### src/rtl/core/rsop_pkg.sv
`timescale 1ns / 1ps
// ----------------------------------------------------------------------------
// rsop_pkg
// Shared constants and elaboration-time helpers for the slope/offset/power
// grade core.
// ----------------------------------------------------------------------------
package rsop_pkg;

  localparam int unsigned CFG_IDX_W = 3;
  localparam int unsigned GRADE_W   = 48;

  localparam logic [CFG_IDX_W-1:0] CFG_ENABLE = 3'd0;
  localparam logic [CFG_IDX_W-1:0] CFG_BANDS  = 3'd1;
  localparam logic [CFG_IDX_W-1:0] CFG_RED    = 3'd2;
  localparam logic [CFG_IDX_W-1:0] CFG_GREEN  = 3'd3;
  localparam logic [CFG_IDX_W-1:0] CFG_BLUE   = 3'd4;

  localparam logic [GRADE_W-1:0] GRADE_RESET = 48'h1000_0000_4000;
  localparam logic [15:0]        POWER_ONE   = 16'h1000;

  // Number of lane stages from input register to lane result register.
  localparam int unsigned LANE_LAT = 41;

  // Floor square root, evaluated at elaboration only.
  function automatic logic [63:0] isqrt64(input logic [63:0] x);
    logic [63:0] xx;
    logic [63:0] r;
    logic [63:0] b;
    xx = x;
    r  = 64'd0;
    b  = 64'h4000_0000_0000_0000;
    for (int i = 0; i < 32; i++) begin
      if (b > xx) b = b >> 2;
    end
    for (int i = 0; i < 32; i++) begin
      if (b != 64'd0) begin
        if (xx >= r + b) begin
          xx = xx - (r + b);
          r  = (r >> 1) + b;
        end else begin
          r = r >> 1;
        end
        b = b >> 2;
      end
    end
    return r;
  endfunction

  // 2^(2^-k) in Q1.30, built by repeated square roots from 2^31.
  function automatic logic [31:0] exp_tab(input int k);
    logic [63:0] t;
    t = 64'd1 << 31;
    for (int i = 1; i <= k; i++) begin
      t = isqrt64(t << 30);
    end
    return t[31:0];
  endfunction

endpackage

### src/rtl/core/rsop_merge.sv
`timescale 1ns / 1ps
// ----------------------------------------------------------------------------
// rsop_merge
// Joins the three lane results and alpha into one output beat and holds it
// in the output register until the receiver takes it.
// ----------------------------------------------------------------------------
module rsop_merge
  import rsop_pkg::*;
#(
  parameter int unsigned PB = 8,
  parameter int unsigned OW = 40
) (
  input  logic          clk,
  input  logic          rst_n,
  input  logic          vld,
  input  logic [PB-1:0] red,
  input  logic [PB-1:0] green,
  input  logic [PB-1:0] blue,
  input  logic [PB-1:0] alpha,
  input  logic [2:0]    clip,
  output logic          en,
  output logic          out_tvalid,
  input  logic          out_tready,
  output logic [OW-1:0] out_tdata
);

  logic          out_tvalid_r;
  logic [OW-1:0] out_tdata_r;

  assign en = !out_tvalid_r || out_tready;

  always_ff @(posedge clk) begin
    if (!rst_n) begin
      out_tvalid_r <= 1'b0;
    end else if (en) begin
      out_tvalid_r <= vld;
    end
  end

  always_ff @(posedge clk) begin
    if (en) out_tdata_r <= OW'({clip, alpha, blue, green, red});
  end

  assign out_tvalid = out_tvalid_r;
  assign out_tdata  = out_tdata_r;

endmodule

### config.mk
export PLATFORM = sky130hd
export DESIGN_NAME = rsop_merge
export DESIGN_NICKNAME = d
export VERILOG_FILES = /design/src/rtl/core/rsop_pkg.sv /design/src/rtl/core/rsop_merge.sv
export SDC_FILE = /design/constraint.sdc
export NUM_CORES = 1
export LEC_CHECK = 0
export BUFFER_PORTS_ARGS = -buffer_cell sky130_fd_sc_hd__buf_2
export CORE_MARGIN = 1.5
export CORE_UTILIZATION = 35
export CTS_CLUSTER_DIAMETER = 200
export DETAILED_ROUTE_END_ITERATION = 7
export PLACE_DENSITY = 0.73
export SYNTH_ARGS = -nofsm -noshare
export SYNTH_HDL_FRONTEND = slang
export SYNTH_SLANG_ARGS = --single-unit
export TNS_END_PERCENT = 10
### constraint.sdc
create_clock -name clk -period 0.9 [get_ports clk]
set_input_delay 0.135 -clock clk [delete_from_list [all_inputs] [get_ports clk]]
set_output_delay 0.135 -clock clk [all_outputs]
set_load 0.01 [all_outputs]
Yosys cells after proc, flatten, opt, wreduce, memory -nomap -nowiden:

Index checks and enable logic that the tools add are counted.

* register bits: 36
* word-level logic and storage cells: 4

* reduce and logical (&&, ||, !) cells: 2

Operators by type and width (count)
* $logic_not A1 Y1: 1
* $logic_or A1 B1 Y1: 1

Logic depth before layout (Yosys ltp):

* word-level depth: 2
* mapped depth: 2
* depth with buffers taken out: 2

Worst setup path before layout:

OpenSTA, ideal clock, no wires.

* path kind: register to register
* start: reg out_tvalid_r, in the netlist out_tvalid
* end: reg out_tdata_r[0], in the netlist out_tdata[0] (enable)
* stages on the path, launching flop included: 2
* path slack: -127 ps
* data required time: 545 ps
* setup time: 355 ps
* arrival time: 672 ps
* cells stage by stage: dfxtp_1 -> nand2b_4

* cells in the longest elaborated chain, start to end: 2

Ends and longest elaborated chain
* start, declared: line rsop_merge.sv:27 `logic out_tvalid_r;`
* start signal, assigned: line rsop_merge.sv:36 `out_tvalid_r <= vld;`
* $logic_not A1 Y1: line rsop_merge.sv:30 `assign en = !out_tvalid_r || out_tready;`
* $logic_or A1 B1 Y1: line rsop_merge.sv:30
* via en: line rsop_merge.sv:21 `output logic en,`
* end signal, assigned: line rsop_merge.sv:41 `if (en) out_tdata_r <= OW'({clip, alpha, blue, green, red});`
* end, declared: line rsop_merge.sv:28 `logic [OW-1:0] out_tdata_r;`

The timed path passes the listed nets, and every way through them passes these cells.
A chain may end at the register's enable or synchronous reset.

Worst setup path after layout:

* start: reg out_tvalid_r, in the netlist out_tvalid
* end: out en

* cells in the longest elaborated chain, start to end: 2

Ends and longest elaborated chain (line)
* $logic_not A1 Y1: rsop_merge.sv:30
* $logic_or A1 B1 Y1: rsop_merge.sv:30
* end, declared: rsop_merge.sv:21

No other way between the ends.

==> flow_summary.ini <==
[status]
outcome = complete, but fails checks
violations = negative setup slack

[cells_and_area]
nFillCells = 214
final_cell_count_no_fill = 213
layout-area-overhead-vs-synth_pct = 81.14
postLayoutCoreUtil_pct = 67.15
nets = 207
insertedDiodeCount = 0
fraction_of_final_layout_cells_with_drive_strength_greater_than_1_pct = 53.85

[power]
leakage_nw = 0.9334
vdd.ir_drop.worst_mv = 1.207
finalPower_mw = 3.530
power_per_cell_area_nw_per_um2 = 1708

[synth]
syn_inst = 45
synth_enable_flop_cells = 35
count_leader_synth = sky130_fd_sc_hd__edfxtp_1
synthDominantCellAreaShare_pct = 92.11
yosys.area.top_type = sky130_fd_sc_hd__edfxtp_1
synth-async-reset-ratio_pct = 0
seq_area_frac_synth_pct = 93.86
ys_types = 7
ys.warnings.count = 0
yosys_register_bits = 36
synth.cell_area_um2 = 1141
ys_dominant_reg_cell = sky130_fd_sc_hd__edfxtp_1
synthTopCellsByCount = sky130_fd_sc_hd__edfxtp_1 (35), sky130_fd_sc_hd__buf_4 (5)
synth_area_per_cell_um2 = 25.36
synth_area_leaders = sky130_fd_sc_hd__edfxtp_1 (92%), sky130_fd_sc_hd__buf_4 (3.3%), sky130_fd_sc_hd__dfxtp_1 (1.8%), sky130_fd_sc_hd__nand2b_4 (1.2%), sky130_fd_sc_hd__a21boi_2 (0.99%)

[floorplan]
die_w_um = 60.10
design.core.area_um2 = 3078
fp.dieH_um = 60.10
io-pin-count = 81
row_count = 20
dieArea_um2 = 3612
initial_core_utilization_pct = 37.07

[min_path]
worst_hold_startpoint = rst_n
worstHoldPathType = in -> reg
worst_hold_path.num_cells = 2
whs_endpoint = out_tvalid

[worst_setup_path]
cp_slowest_stage_delay_ns = 0.36
worst_ep_required_time_ns = 0.76
worstRegToRegCells = 3
category_of_the_worst_setup_path_capture_point = output pin
timing.setup.critical_path_class = reg -> out
critical_path.slowest_cell = sky130_fd_sc_hd__dfxtp_2
startpoint_kind_of_the_worst_setup_timing_path = flop
start_of_the_worst_register_to_register_path = out_tvalid
r2r_end = out_tdata[27]
register_to_register_path_setup_slack_ns = -0.16
crit_fanout = 2
path_cells = nand2b_4 -> buf_12 -> buf_6
data_arrival_time_of_the_critical_path_ns = 0.99

[timing]
timing.fmax_mhz = 888.4
final-max-slew-violation-count = 0
timing.final.crit_share_pct = 125.1
hold_viol = 0
final_critical_path_setup_slack_ns = -0.2256
setup_total_negative_slack_ns = -8.542
rsz0062_at_grt = yes
clock-skew-final_ns = 0.007524
finalWorstPathRequiredPeriod_ns = 1.126
final-setup-viol-count = 73

[placement]
pre_cts_slack_ns = 0.02288
dpl.cell_count = 166
placement.io_buffers = 75
place_congestion = 0.6494

[routing]
total_iterations_of_the_first_detailed_routing_run = 4
final_wl_um = 2787
detail_route.vias_per_cell = 3.962
drt_iter0_drc = 12
antenna_left = 0
routedWlPerCell_um = 13.08
via_count = 844
drt_drc_violations_left = 0

[clock_tree]
cts-htree-levels = 2
tritoncts.num_buffers = 5
numClockSinks = 36
root_buffer = sky130_fd_sc_hd__clkbuf_4
ctsLongestPathBuffers = 2
clkLatencyLatePin_ns = 0.34
tritoncts_clock_tree = built
clk_pin_slew_worst_paths_ns = 0.10

[grt]
antenna_violations_before_repair = 0
met1_usage_pct = 14.25
top_usage_layer = met2
global_route.usage.total_pct = 16.56
grt_overflow = 0
largest_net_degree_at_the_start_of_global_routing = 18
first_pass_grt_wire_length_um = 3946
use_met3_pct = 8.874
number_of_global_route_vias_before_repair = 871
met2_capacity_usage_during_global_routing_pct = 31.06

[job]
maxCapViolCount = 0
[sequential cells by signal (all words and copies together), names as in the netlist]
signal	cells
out_tdata	35
out_tvalid	1
[layout make-up]
class / instances / area [um^2] / share of cell area [%]
clock buffers: 6 / 41.29 / 1.998
flip-flops and latches: 36 / 1072 / 51.88
clock inverters: 2 / 35.03 / 1.695
multi-input cells: 7 / 43.79 / 2.119
well taps: 44 / 55.05 / 2.663
repair buffers: 117 / 815.8 / 39.47
inverters: 1 / 3.754 / 0.1816
[kinds of logic (layout without fill, tap and decap cells)]
logic type | after synthesis | after routing | share of synthesized area (%)
AND/OR/NAND/NOR | 1 | 1 | 1.206
other | 1 | 5 | 0.3286
flip-flops | 36 | 36 | 93.86
AO/OA/AOI/OAI | 1 | 1 | 0.9868
buffers and inverters | 6 | 126 | 3.618
[metrics by stage]
step	cell area, um^2	hold slack (ns)
floorplan	1157	0.2339
detailed placement	1598	0.3131
global route	2067	0.04717
finish	2067	0.08166
CTS	2056	0.007872
global placement	1598	0.3115
[power breakdown]
part	switching, mW	internal [mW]
clock	0.497	0.582
combinational	0.193	0.266
sequential	0.0286	1.96
[critical path: cells and delay by family (launching register included)]
family        cells  cell delay [ns]
flops             1             0.36
buf+inv           2             0.23
simple gates      1             0.07
[per-layer routing]
layer | vias up | wire length [um]
met2 | 53 | 1576
met4 | 0 | 44
li1 | 407 | -
met1 | 378 | 901
met3 | 6 | 264
met5 | - | 0
[how the worst max path moves through the flow]
stage,startpoint,endpoint,slack [ns],depth (start not counted)
2_1_floorplan,out_tvalid,out_tdata[0],-0.1,1
3_3_place_gp,out_tvalid,out_tdata[22],0.04,2
3_5_place_dp,out_tvalid,out_tdata[9],0.02,2
4_1_cts,out_tvalid,en,-0.25,3
5_1_grt,out_tvalid,en,-0.29,3
6_report,out_tvalid,en,-0.23,3
[what timing repair did]
action	4_1_cts	5_1_grt
hold buffers	36	0
setup endpoints to repair	52	73
hold endpoints to repair	36	0
buffers inserted	2	1
resized for setup	1	1
[layout by cell type (no fill, tap or decap), drive strengths merged]
cell          n
dfxtp         1
dlygate4sd3  36
edfxtp       35
clkbuf        6
buf          81
nand2b        1
conb          5
bufinv        1
clkinv        1
inv           1
a21boi        1
No activity file was read; power rests on OpenSTA's default activity.
